--- config.mk ---
export PLATFORM = sky130hd
export DESIGN_NAME = cgi_front
export DESIGN_NICKNAME = d
export VERILOG_FILES = /design/src/rtl/cgi_pkg.sv /design/src/rtl/cgi_front.sv
export SDC_FILE = /design/constraint.sdc
export NUM_CORES = 1
export LEC_CHECK = 0
export BUFFER_PORTS_ARGS = -buffer_cell sky130_fd_sc_hd__buf_2
export CORE_MARGIN = 5
export CORE_UTILIZATION = 43
export CTS_BUF_LIST = sky130_fd_sc_hd__clkbuf_4 sky130_fd_sc_hd__clkbuf_8
export DETAILED_ROUTE_END_ITERATION = 6
export GPL_TIMING_DRIVEN = 0
export MAX_ROUTING_LAYER = met4
export PLACE_DENSITY = 0.83
export SETUP_SLACK_MARGIN = 0.3
export SYNTH_ARGS = -nofsm -noshare
export SYNTH_HDL_FRONTEND = slang
export SYNTH_SLANG_ARGS = --single-unit
--- constraint.sdc ---
create_clock -name clk -period 3.9 [get_ports clk]
set_clock_uncertainty 0.1 [all_clocks]
set_input_delay 0.78 -clock clk [delete_from_list [all_inputs] [get_ports clk]]
set_output_delay 0.78 -clock clk [all_outputs]
set_load 0.1 [all_outputs]
--- src/rtl/cgi_pkg.sv ---
// ----------------------------------------------------------------------------
// cgi_pkg: shared types and constants of the glyph index lookup
// Item codes, result status codes, the command that the front end hands to
// the back end, the table entry layout and the stream field widths.
// ----------------------------------------------------------------------------
package cgi_pkg;

  localparam int CODE_W      = 32;
  localparam int FLAGS_W     = 8;
  localparam int OFFSET_W    = 32;
  localparam int ENTRY_NUM_W = 12;

  // Stream widths: the input kind travels in tuser, the status in tuser.
  localparam int IN_TDATA_W  = CODE_W + FLAGS_W + OFFSET_W;
  localparam int IN_TUSER_W  = 2;
  localparam int OUT_USED_W  = 1 + ENTRY_NUM_W + FLAGS_W + OFFSET_W;
  localparam int OUT_TDATA_W = ((OUT_USED_W + 7) / 8) * 8;
  localparam int OUT_PAD_W   = OUT_TDATA_W - OUT_USED_W;
  localparam int OUT_TUSER_W = 3;

  // Depth of the command queue between front and back end.
  localparam int QDEPTH  = 2;
  localparam int QPTR_W  = $clog2(QDEPTH);
  localparam int QCNT_W  = $clog2(QDEPTH + 1);

  typedef enum logic [IN_TUSER_W-1:0] {
    FUNC_CLEAR  = 2'd0,
    FUNC_LOAD   = 2'd1,
    FUNC_LOOKUP = 2'd2,
    FUNC_NONE   = 2'd3
  } func_t;

  typedef enum logic [OUT_TUSER_W-1:0] {
    ST_OK    = 3'd0,
    ST_ORDER = 3'd1,
    ST_FULL  = 3'd2,
    ST_MISS  = 3'd3,
    ST_ERROR = 3'd4
  } status_t;

  typedef struct packed {
    func_t               func;
    logic                direct;
    logic [CODE_W-1:0]   code_point;
    logic [FLAGS_W-1:0]  entry_flags;
    logic [OFFSET_W-1:0] glyph_offset;
  } cmd_t;

  typedef struct packed {
    logic [CODE_W-1:0]   code_point;
    logic [FLAGS_W-1:0]  entry_flags;
    logic [OFFSET_W-1:0] glyph_offset;
  } entry_t;

  typedef struct packed {
    status_t                status;
    logic                   found;
    logic [ENTRY_NUM_W-1:0] entry_number;
    logic [FLAGS_W-1:0]     found_flags;
    logic [OFFSET_W-1:0]    found_offset;
  } result_t;

endpackage

--- src/rtl/cgi_front.sv ---
// ----------------------------------------------------------------------------
// cgi_front: input stage of the glyph index lookup
// Accepts items from the input stream, decodes the item kind and marks codes
// that fall inside the direct-map span, then offers the command onwards.
// ----------------------------------------------------------------------------
module cgi_front #(
  parameter int DIRECT_SPAN = 65536
) (
  input  logic                                clk,
  input  logic                                rst,
  input  logic                                s_tvalid,
  output logic                                s_tready,
  input  logic [cgi_pkg::IN_TDATA_W-1:0]      s_tdata,
  input  logic [cgi_pkg::IN_TUSER_W-1:0]      s_tuser,
  output cgi_pkg::cmd_t                       cmd,
  output logic                                cmd_valid,
  input  logic                                cmd_ready
);
  import cgi_pkg::*;

  logic hold_valid;
  cmd_t decoded;

  always_comb begin
    decoded.func          = func_t'(s_tuser);
    decoded.code_point    = s_tdata[CODE_W-1:0];
    decoded.entry_flags   = s_tdata[CODE_W +: FLAGS_W];
    decoded.glyph_offset  = s_tdata[CODE_W + FLAGS_W +: OFFSET_W];
    decoded.direct        = s_tdata[CODE_W-1:0] < CODE_W'(DIRECT_SPAN);
  end

  assign s_tready  = !hold_valid || cmd_ready;
  assign cmd_valid = hold_valid;

  always_ff @(posedge clk) begin
    if (rst) begin
      hold_valid <= 1'b0;
    end else begin
      if (s_tvalid && s_tready) begin
        hold_valid <= 1'b1;
      end else if (cmd_ready) begin
        hold_valid <= 1'b0;
      end
    end
  end

  always_ff @(posedge clk) begin
    if (s_tvalid && s_tready) begin
      cmd <= decoded;
    end
  end

endmodule

* Yosys cells after proc, flatten, opt, wreduce, memory -nomap -nowiden
Cells that the tools add are included.
Storage, ports and cells: word-level logic and storage cells 13, register bits after elaboration 76, bits of input ports 78, output and inout bits 77
Cells by class: magnitude comparators 1, reductions and logical operators 4, muxes and demuxes 2
Operator list (count):
- 32-bit by 17-bit < comparator with 1-bit output (second input constant) | 1
- 1-bit 2-to-1 mux | 2
- 2-bit nonzero test | 1
- 1-bit logical AND | 1
- 1-bit zero test | 1
- 1-bit logical OR | 1

* Longest topological paths before layout
depth in word-level cells 4, gate-level depth with buffers 2, gate-level depth less buffers 2

* Least setup slack after synthesis
OpenSTA, ideal clock, no wires.
path kind input-to-reg, from input port cmd_ready, to register cmd[0] (netlist bit), enable pin, setup time 0.441 ns, path slack -0.096 ns, cell stages on the path 2, buffers on the path 0, data required time 3.359 ns, arrival time 3.455 ns, cell sequence nand2b_1 and2_1
Between the ends: word-level cells in the longest chain between the ends 2
RTL lines:
- start: declaration | RTL line cgi_front.sv:17 | input logic cmd_ready
- 1-bit logical OR | RTL line cgi_front.sv:32 | assign s_tready = !hold_valid || cmd_ready;
- 1-bit logical AND | RTL line cgi_front.sv:48 | if (s_tvalid && s_tready) begin
- end signal: assignment | RTL line cgi_front.sv:49 | cmd <= decoded;
- end: declaration | RTL line cgi_front.sv:15 | output cgi_pkg::cmd_t cmd,
Every way passes these cells. A chain may end at the register's enable or synchronous reset.

* Worst setup path in the final report
from input port cmd_ready, to output port s_tready
Between the ends: word-level cells in the longest chain between the ends 1
RTL lines:
- 1-bit logical OR | RTL line cgi_front.sv:32
- end: declaration | RTL line cgi_front.sv:12 | output logic s_tready,
Every way passes these cells.

==> out/qor.yml <==
cts:
  cts_resized: 0
  cts-buffers-inserted: 9
  clkSinkCount: 76
  clk_pin_slew_ns: 0.08
  clock_path_buffers: 2
  htree_levels: 3
  cts_setup_buffers: 0
  clk_latency_ns: 0.32
  cts_tree: "built"
  cts_root_buf: "clkbuf_8"
  cts_hold_buf: 0
routing:
  drt-vias-per-instance: 4.489
  vias: 1459
  wirelength_mm: 5.680
  drc_errors: 0
  wl_per_cell_um: 17.48
  dr.pass1.iters: 4
  drt.antenna.violating_nets: 0
  drt_iter0_markers: 89
timing:
  max_slew_margin_pct: 39.28
  finalCritPeriodShare_pct: 59.43
  period_needed_ns: 2.318
  finalHoldViolCount: 0
  fin_setup_tns_ns: 0
  setup_viol: 0
  final_max_slew_viol_count: 0
  holdWs_ns: 0.4377
  fmax_ghz: 0.4315
  rsz0062_at_grt: "false"
  tightestPinTransition_ns: 0.9108
setup_path:
  cp_max_fo: 3
  r2r_cells: 2
  arrival_ns: 1.44
  crit_type: "input port to output pin"
  critPathMaxStageDelay_ns: 0.45
  worst_path_most_repeated_cell: "buf_2"
  slowest_stage: "buf_2"
  path_delay_family: "buffers and inverters"
  worstPathCellList: "buf_2, nand2b_1, buf_2"
  startpoint_type: "input port"
  crit_cells: 3
  rr_startpoint: "cmd_valid"
  cp_data_required_time_ns: 3.02
  cp-end-kind: "output pin"
  r2r_slack_ns: 2.20
  path_buf_inv: 2
  r2r-end: "cmd[29]"
  endpoint: "s_tready"
  startpoint: "cmd_ready"
die:
  ios: 155
  core_sq_um: 5172
  die_y_um: 83.57
  die_w_um: 83.57
  rows: 26
  start_util_pct: 44.99
  die_area_sq_um: 6983
logic_synthesis:
  synth_area_sq_um: 2327
  syn_area_per_cell_sq_um: 27.38
  yosysMostFrequentCell: "edfxtp_1"
  postSynth.asyncResetShare_pct: 0
  netlist.top_cell.by_area: "edfxtp_1"
  synth_edf_count: 75
  ys_top_cells_by_area: "edfxtp_1 97%, nor4_1 1.1%, dfxtp_1 0.86%"
  netlist_instances: 85
  syn_nets: 163
  yosysUniqueCellTypes: 8
  synthFlopType: "edfxtp_1"
  synth_top_cell_area_share_pct: 96.77
  synth_common_cells: "75 x edfxtp_1, 4 x nor4_1"
  yosys_warnings: 0
  ys_seq_area_share_pct: 97.63
  ys_ff_latch: 76
pwr:
  ir_drop_mv: 0.2989
  powerDensity_nw_per_um2: 613.8
  leakage_nw: 1.482
cells_and_area:
  nets: 328
  regArea_sq_um: 2272
  drive_gt1_share_pct: 67.06
  final.fill_count: 358
  synthToLayoutAreaGrowth_pct: 47.47
  diodes: 0
  multiInputGateArea_sq_um: 53.80
grt:
  overflow: 0
  grt_pass1_vias: 1466
  grt_pass1_wl_mm: 8.542
  antenna_found_initial: 0
  track_usage_pct: 16.82
  grt_max_degree: 76
min_path:
  holdCritPathClass: "flop to flop"
  hold_depth: 2
  hold_start: "cmd_valid"
flow_run:
  maxCapViolations: 0
place:
  portBuffers: 154
  routabilityCongestion: 0.7829
outcome:
  run_status: "completed"
cell families (layout without fill, tap and decap cells):
kind of cell           Yosys count  in the layout  synth area share, %
AO/OA/AOI/OAI                    1              1               0.2148
flip-flops                      76             76                97.63
AND/OR/NAND/NOR                  7              7                1.989
buffers and inverters            1            171               0.1611
metrics by stage:
stage	cells	power (mW)	util, %	worst slack [ns]	cell area (sq um)
5_1_grt	325	2.184	66.35	1.576	3432
4_1_cts	325	2.125	66.35	1.591	3432
2_1_floorplan	85	1.338	-	0.6828	2328
3_3_place_gp	309	1.421	61.61	1.163	3187
6_report	325	2.106	66.35	1.582	3432
3_5_place_dp	309	1.428	61.64	1.591	3188
layout by cell type, fill, tap and decap left out, drive strengths merged:
master and n:
buf 154, edfxtp 75, clkbuf 10, nor4 4, bufinv 3, clkinv 3, nand2b 1, and2 1
and4 1, inv 1, a21oi 1, dfxtp 1
how the worst min path moves through the flow:
stage                           end  slack [ns]
final                     cmd_valid        0.44
after global placement    cmd_valid        0.39
after detailed placement  cmd_valid        0.42
after global routing      cmd_valid        0.45
after CTS                 cmd_valid        0.43
after floorplan           cmd_valid        0.75
layout make-up:
cell class / instances / share of cell area, %
sequential: 76 / 66.20
clock inverter: 6 / 3.281
tap: 70 / 2.552
timing repair buffer: 154 / 22.46
clock buffer: 10 / 3.828
multi-input combinational: 8 / 1.568
inverter: 1 / 0.1094
flip-flops by register name, summed over array words and instances (netlist names):
| register | flops |
|---|---|
| cmd_valid | 1 |
| cmd | 75 |
per-layer routing:
layer / vias to the layer above / GRT usage, % / wire length, um
li1: 677 / - / -
met2: 95 / 30.30 / 3133
met3: 4 / 7.009 / 575
met1: 683 / 16.70 / 1932
met4: 0 / 4.386 / 38
met5: - / - / 0
worst reg2reg max path: stages, from the launching register on:
cell and delay (ns):
dfxtp_1 0.31, nand2b_1 0.11, and2_4 0.76
where the power goes:
| part | internal [mW] | leakage [nW] | switching (mW) | total, mW |
|---|---|---|---|---|
| registers | 0.954 | 0.734 | 0.0104 | 0.965 |
| logic | 0.0576 | 0.624 | 0.385 | 0.442 |
| clock network | 0.433 | 0.124 | 0.266 | 0.700 |
(Power assumes the default switching activity.)
