==> src/rtl/cgi_pkg.sv <==
// ----------------------------------------------------------------------------
// cgi_pkg: shared types and constants of the glyph index lookup
// Item codes, result status codes, the command that the front end hands to
// the back end, the table entry layout and the stream field widths.
// ----------------------------------------------------------------------------
package cgi_pkg;

  localparam int CODE_W      = 32;
  localparam int FLAGS_W     = 8;
  localparam int OFFSET_W    = 32;
  localparam int ENTRY_NUM_W = 12;

  // Stream widths: the input kind travels in tuser, the status in tuser.
  localparam int IN_TDATA_W  = CODE_W + FLAGS_W + OFFSET_W;
  localparam int IN_TUSER_W  = 2;
  localparam int OUT_USED_W  = 1 + ENTRY_NUM_W + FLAGS_W + OFFSET_W;
  localparam int OUT_TDATA_W = ((OUT_USED_W + 7) / 8) * 8;
  localparam int OUT_PAD_W   = OUT_TDATA_W - OUT_USED_W;
  localparam int OUT_TUSER_W = 3;

  // Depth of the command queue between front and back end.
  localparam int QDEPTH  = 2;
  localparam int QPTR_W  = $clog2(QDEPTH);
  localparam int QCNT_W  = $clog2(QDEPTH + 1);

  typedef enum logic [IN_TUSER_W-1:0] {
    FUNC_CLEAR  = 2'd0,
    FUNC_LOAD   = 2'd1,
    FUNC_LOOKUP = 2'd2,
    FUNC_NONE   = 2'd3
  } func_t;

  typedef enum logic [OUT_TUSER_W-1:0] {
    ST_OK    = 3'd0,
    ST_ORDER = 3'd1,
    ST_FULL  = 3'd2,
    ST_MISS  = 3'd3,
    ST_ERROR = 3'd4
  } status_t;

  typedef struct packed {
    func_t               func;
    logic                direct;
    logic [CODE_W-1:0]   code_point;
    logic [FLAGS_W-1:0]  entry_flags;
    logic [OFFSET_W-1:0] glyph_offset;
  } cmd_t;

  typedef struct packed {
    logic [CODE_W-1:0]   code_point;
    logic [FLAGS_W-1:0]  entry_flags;
    logic [OFFSET_W-1:0] glyph_offset;
  } entry_t;

  typedef struct packed {
    status_t                status;
    logic                   found;
    logic [ENTRY_NUM_W-1:0] entry_number;
    logic [FLAGS_W-1:0]     found_flags;
    logic [OFFSET_W-1:0]    found_offset;
  } result_t;

endpackage

==> src/rtl/cgi_queue.sv <==
// ----------------------------------------------------------------------------
// cgi_queue: command queue between front and back end
// A short first-in first-out buffer of decoded commands, so that the input
// side keeps taking items while the back end works on a long lookup.
// ----------------------------------------------------------------------------
module cgi_queue (
  input  logic          clk,
  input  logic          rst,
  input  logic          in_valid,
  output logic          in_ready,
  input  cgi_pkg::cmd_t in_cmd,
  output logic          out_valid,
  input  logic          out_ready,
  output cgi_pkg::cmd_t out_cmd
);
  import cgi_pkg::*;

  cmd_t              slots [QDEPTH];
  logic [QPTR_W-1:0] wr_ptr;
  logic [QPTR_W-1:0] rd_ptr;
  logic [QCNT_W-1:0] count;
  logic              push;
  logic              pop;

  assign in_ready  = count != QCNT_W'(QDEPTH);
  assign out_valid = count != '0;
  assign out_cmd   = slots[rd_ptr];
  assign push      = in_valid && in_ready;
  assign pop       = out_valid && out_ready;

  function automatic logic [QPTR_W-1:0] ptr_inc(input logic [QPTR_W-1:0] p);
    if (p == QPTR_W'(QDEPTH - 1)) begin
      return '0;
    end
    return p + QPTR_W'(1);
  endfunction

  always_ff @(posedge clk) begin
    if (rst) begin
      wr_ptr <= '0;
      rd_ptr <= '0;
      count  <= '0;
    end else begin
      if (push) begin
        wr_ptr <= ptr_inc(wr_ptr);
      end
      if (pop) begin
        rd_ptr <= ptr_inc(rd_ptr);
      end
      if (push && !pop) begin
        count <= count + QCNT_W'(1);
      end else if (pop && !push) begin
        count <= count - QCNT_W'(1);
      end
    end
  end

  always_ff @(posedge clk) begin
    if (push) begin
      slots[wr_ptr] <= in_cmd;
    end
  end

endmodule

==> config.mk <==
export PLATFORM = sky130hd
export DESIGN_NAME = cgi_queue
export DESIGN_NICKNAME = d
export VERILOG_FILES = /design/src/rtl/cgi_pkg.sv /design/src/rtl/cgi_queue.sv
export SDC_FILE = /design/constraint.sdc
export NUM_CORES = 1
export LEC_CHECK = 0
export BUFFER_PORTS_ARGS = -buffer_cell sky130_fd_sc_hd__buf_4
export CAP_MARGIN = 0
export CORE_MARGIN = 1
export CORE_UTILIZATION = 52
export DETAILED_ROUTE_END_ITERATION = 6
export PLACE_DENSITY_LB_ADDON = 0.25
export SYNTH_ARGS = -nofsm -noshare
export SYNTH_HDL_FRONTEND = slang
export SYNTH_SLANG_ARGS = --single-unit
export TNS_END_PERCENT = 30
==> constraint.sdc <==
create_clock -name clk -period 3.3 [get_ports clk]
set_input_delay 0.495 -clock clk [delete_from_list [all_inputs] [get_ports clk]]
set_output_delay 0.495 -clock clk [all_outputs]
set_load 0.02 [all_outputs]
; After elaboration in Yosys (flattened, before gate mapping)
; Memories as Yosys holds them, arrays and structs flattened. A register that Yosys moved wholly into a read port is not among the register bits.
; Index checks and enable logic that the tools add are counted.
; Widths: inputs -> output; s select.
[classes]
reduce_logical = 8
n_addsub = 4
n_mux = 16
eq_ne = 1
[op_table]
columns = operator, count
row1 = $mux 1, 14
row2 = $logic_and 1x1->1, 4
row3 = $mux 2, 2
row4 = $reduce_bool 2->1, 2
row5 = $add 1x1->1 const B, 2
row6 = $add 2x1->2 const B, 1
row7 = $logic_not 1->1, 2
row8 = $ne 2x2->1 const B, 1
row9 = $sub 2x1->2 const B, 1
[totals]
wordCells = 33
input_bits = 79
ff_bits = 4
memories = 1
mem_bits_rw = 150
out_inout_bits = 77
[memory_table]
columns = name, words, width, read_ports, rd_clocked_by_memory_dff, write_ports, line
row1 = slots, 2, 75, 1, 1, 1, cgi_queue.sv:18  ; cmd_t slots [QDEPTH];

; Depth between registers and ports, before layout
[depth]
word_depth = 7
mapped_depth = 6
mapped_depth_nobuf = 6

; Least setup slack after synthesis
; Ideal clock, no wire load.
[synth_path]
path_kind = register to register
start = register count[0]
end = memory slots[1][0] (netlist bit) (enable)
required_ns = 2.858
t_arrival_ns = 2.528
period_less_slack_ns = 2.970
setup_time_ns = 0.442
path_stages_with_launch = 3
slack_ns = 0.330
path_buffers = 0
path_cell_list = dfxtp_1 -> nand2b_1 -> and3_1
[synth_between]
elab_chain_len = 4
[synth_lines]
columns = item, line
row1 = "start, declared", cgi_queue.sv:21  ; logic [QCNT_W-1:0] count;
row2 = "start signal, assigned", cgi_queue.sv:51  ; count <= count + QCNT_W'(1);
row3 = "start signal, assigned", cgi_queue.sv:53  ; count <= count - QCNT_W'(1);
row4 = $ne 2x2->1, cgi_queue.sv:25  ; assign in_ready = count != QCNT_W'(QDEPTH);
row5 = net in_ready, cgi_queue.sv:10  ; output logic in_ready,
row6 = $logic_and 1x1->1, cgi_queue.sv:28  ; assign push = in_valid && in_ready;
row7 = $mux 1, cgi_queue.sv:59  ; if (push) begin
row8 = $mux 1 (not written as such), cgi_queue.sv:60  ; slots[wr_ptr] <= in_cmd;
row9 = "end, declared", cgi_queue.sv:18
; The timed path passes the listed nets, and every way through them passes these cells.

==> out/results.txt <==
DR WL/cell = 16.8 microns
Initial Util = 54.2%
Critical path cell sequence = buf_12 > mux2_2 > buf_4
I/O pin total = 156
Final setup vio count = 0
Row count = 37
Critical path's slowest cell = dfxtp_4
Vias in the first global route = 3013
Fin Setup TNS = 0 ns
CTS Buf Count = 17
Comb power frac = 26.3%
Routability Congestion = 0.689
Synthesized cell area = 5650 sq um
Worst Tran Pin Value = 0.821 ns
Largest net degree at the start of global routing = 49
H-Tree Depth = 4
Final min period = 2.63 ns
Switching power = 1.67 mW
Die height = 106 microns
Fmax achieved = 0.380 GHz
Synth Warn # = 0
First-pass GRT wire length = 14900 microns
DR pass1 iterations = 6
Kind of critical path = flip-flop to output pin
Seq pwr share = 42.0%
CP Max Fanout = 48
Clock Tree Buf Depth = 2
Starting DRT DRC Count = 145
Antenna fix cells = 0
Clk_lat worst skew = 0.51 ns
Critical path arrival = 2.14 ns
Critical Path Sink Type = output pin
Commonest non-fill, non-tap cell in the layout = buf_4
Syn Nets = 337
Unrepaired setup endpoints after global routing = no
Outcome = finished clean
Synth area leaders = edfxtp_1 (80%), mux2_2 (15%), dfxtp_1 (1.8%)
Seq cells post-synth = 155
Cts hold-fix bufs = 0
Post-route ant nets = 0
Layout Nets = 509
Most frequent cells in the layout = buf_4 (160), edfxtp_1 (150), mux2_2 (75)
Peak supply drop = 0.000574 V
Mean post-synth cell area = 22.0 sq um
Endpoints failing hold = 0
HP Class = primary input to flip-flop
Clock root buffer = clkbuf_8
TritonCTS Sinks = 155
Synth-to-Final Area Change = 34.4%
Full die area = 11300 sq um
Port bufs = 155
# DRC = 0
Die width = 106 microns
GRT Total Usage = 18.3%
Internal power = 4.54 mW
Max cap viols = 0
Max Transition Viols Final = 0
Total grt overflow = 0
Final clock skew = 0.00776 ns
Cell Pwr Density = 819 nW/um^2
Worst-path clk slew = 0.06 ns
Synth top area share = 79.8%
Vias per cell = 5.02
Synth Instances = 257
Share of cells above drive strength 1 = 60.4%
Sequential share of the synthesized area = 81.6%
Vias = 2900
Hold Worst Slack = 0.161 ns
CP startpoint kind = flip-flop
Worst path max stage delay = 0.78 ns
Initial antenna violation count = 0
Leak = 2.84 nW
Final WL = 9690 microns
Synth unique cells = 19
Sw frac = 26.8%
Power share of the clock group = 31.7%
Headroom to the max-slew limit = 45.2%
Crit share post-route = 79.8%
CTS tree = done
Dpl hpwl = 6450 microns
Core Region = 10400 sq um
Required time of the critical path = 2.80 ns
Setup repair bufs after CTS = 0
Post-layout util = 72.8%
R2r setup slk = 1.14 ns
Post-CTS sizing = 0
Synth area leader = edfxtp_1
Total Power = 6.21 mW
## power by group through the flow
stage          Clock (mW)  Combinational, mW  Sequential (mW)
6_report             1.97               1.63             2.61
5_1_grt              2.09               1.73             2.64
4_1_cts              2.02               1.66             2.61
3_5_place_dp            0               1.64             2.65
3_3_place_gp            0               1.62             2.64
2_1_floorplan           0               1.08             2.56
## routing by layer
| metal | GRT usage (%) | wire length, microns | vias up |
|---|---|---|---|
| met5 | 0 | 0 | - |
| met4 | 7.24 | 134 | 0 |
| met3 | 8.40 | 917 | 15 |
| met2 | 28.8 | 4720 | 118 |
| met1 | 22.1 | 3910 | 1404 |
| li1 | - | - | 1363 |
## final cells by class
type / count / area (sq um)
Clock buffer: 26 / 478
Clock inverter: 6 / 135
Fill cell: 639 / 2830
Inverter: 1 / 5.00
Multi-Input combinational cell: 93 / 968
Sequential cell: 155 / 4610
Tap cell: 136 / 170
Timing Repair Buffer: 161 / 1220
## cell usage after synthesis, drive strengths merged
cell type,count
and3,1
buf,8
nand2b,1
nor2,3
inv,1
a21bo,1
mux2,75
or3,1
nand3b,1
edfxtp,150
dfxtp,5
a21oi,2
or2,1
and2,1
o21ai,2
ha,1
xor2,3
## stage by stage
stage / instances / area [sq um] / setup WS, ns
5_1_grt: 578 / 7590 / 0.548
6_report: 578 / 7590 / 0.666
3_3_place_gp: 546 / 6970 / 1.12
2_1_floorplan: 257 / 5650 / 0.330
4_1_cts: 578 / 7590 / 0.615
3_5_place_dp: 546 / 6970 / 1.09
## sequential cells by signal (all words and copies together), names as in the netlist, named ones only
signal  count
count       2
rd_ptr      1
slots     150
wr_ptr      1
## final timing paths
check	start	endpoint	depth (start not counted)
worst max register to register	count[0]$_SDFFE_PP0P_	slots[0][26]$_DFFE_PP_	4
worst min-delay path	in_cmd[65]	slots[0][65]$_DFFE_PP_	1
worst min register to register	rd_ptr$_SDFFE_PP0P_	rd_ptr$_SDFFE_PP0P_	2
worst max-delay path	flip-flop	out_cmd[52]	3
## kinds of logic (layout without fill, tap and decap cells)
| kind of cell | after synthesis | count (layout) | synth area share (%) |
|---|---|---|---|
| AOI/OAI and AO/OA | 5 | 5 | 0.532 |
| xor gates and xnor gates | 3 | 3 | 0.466 |
| adders and majority gates | 1 | 1 | 0.222 |
| buffers and inverters | 9 | 194 | 1.37 |
| DFF | 155 | 155 | 81.6 |
| muxes | 75 | 75 | 15.0 |
| and+or+nand+nor | 9 | 9 | 0.887 |
## worst max-delay path: cells and delay by family, from the launching register on
family / cells / cell delay, ns
flops: 1 / 0.78
buf+inv: 2 / 0.44
mux: 1 / 0.37
Note: power is estimated with default switching activity, not from simulation.
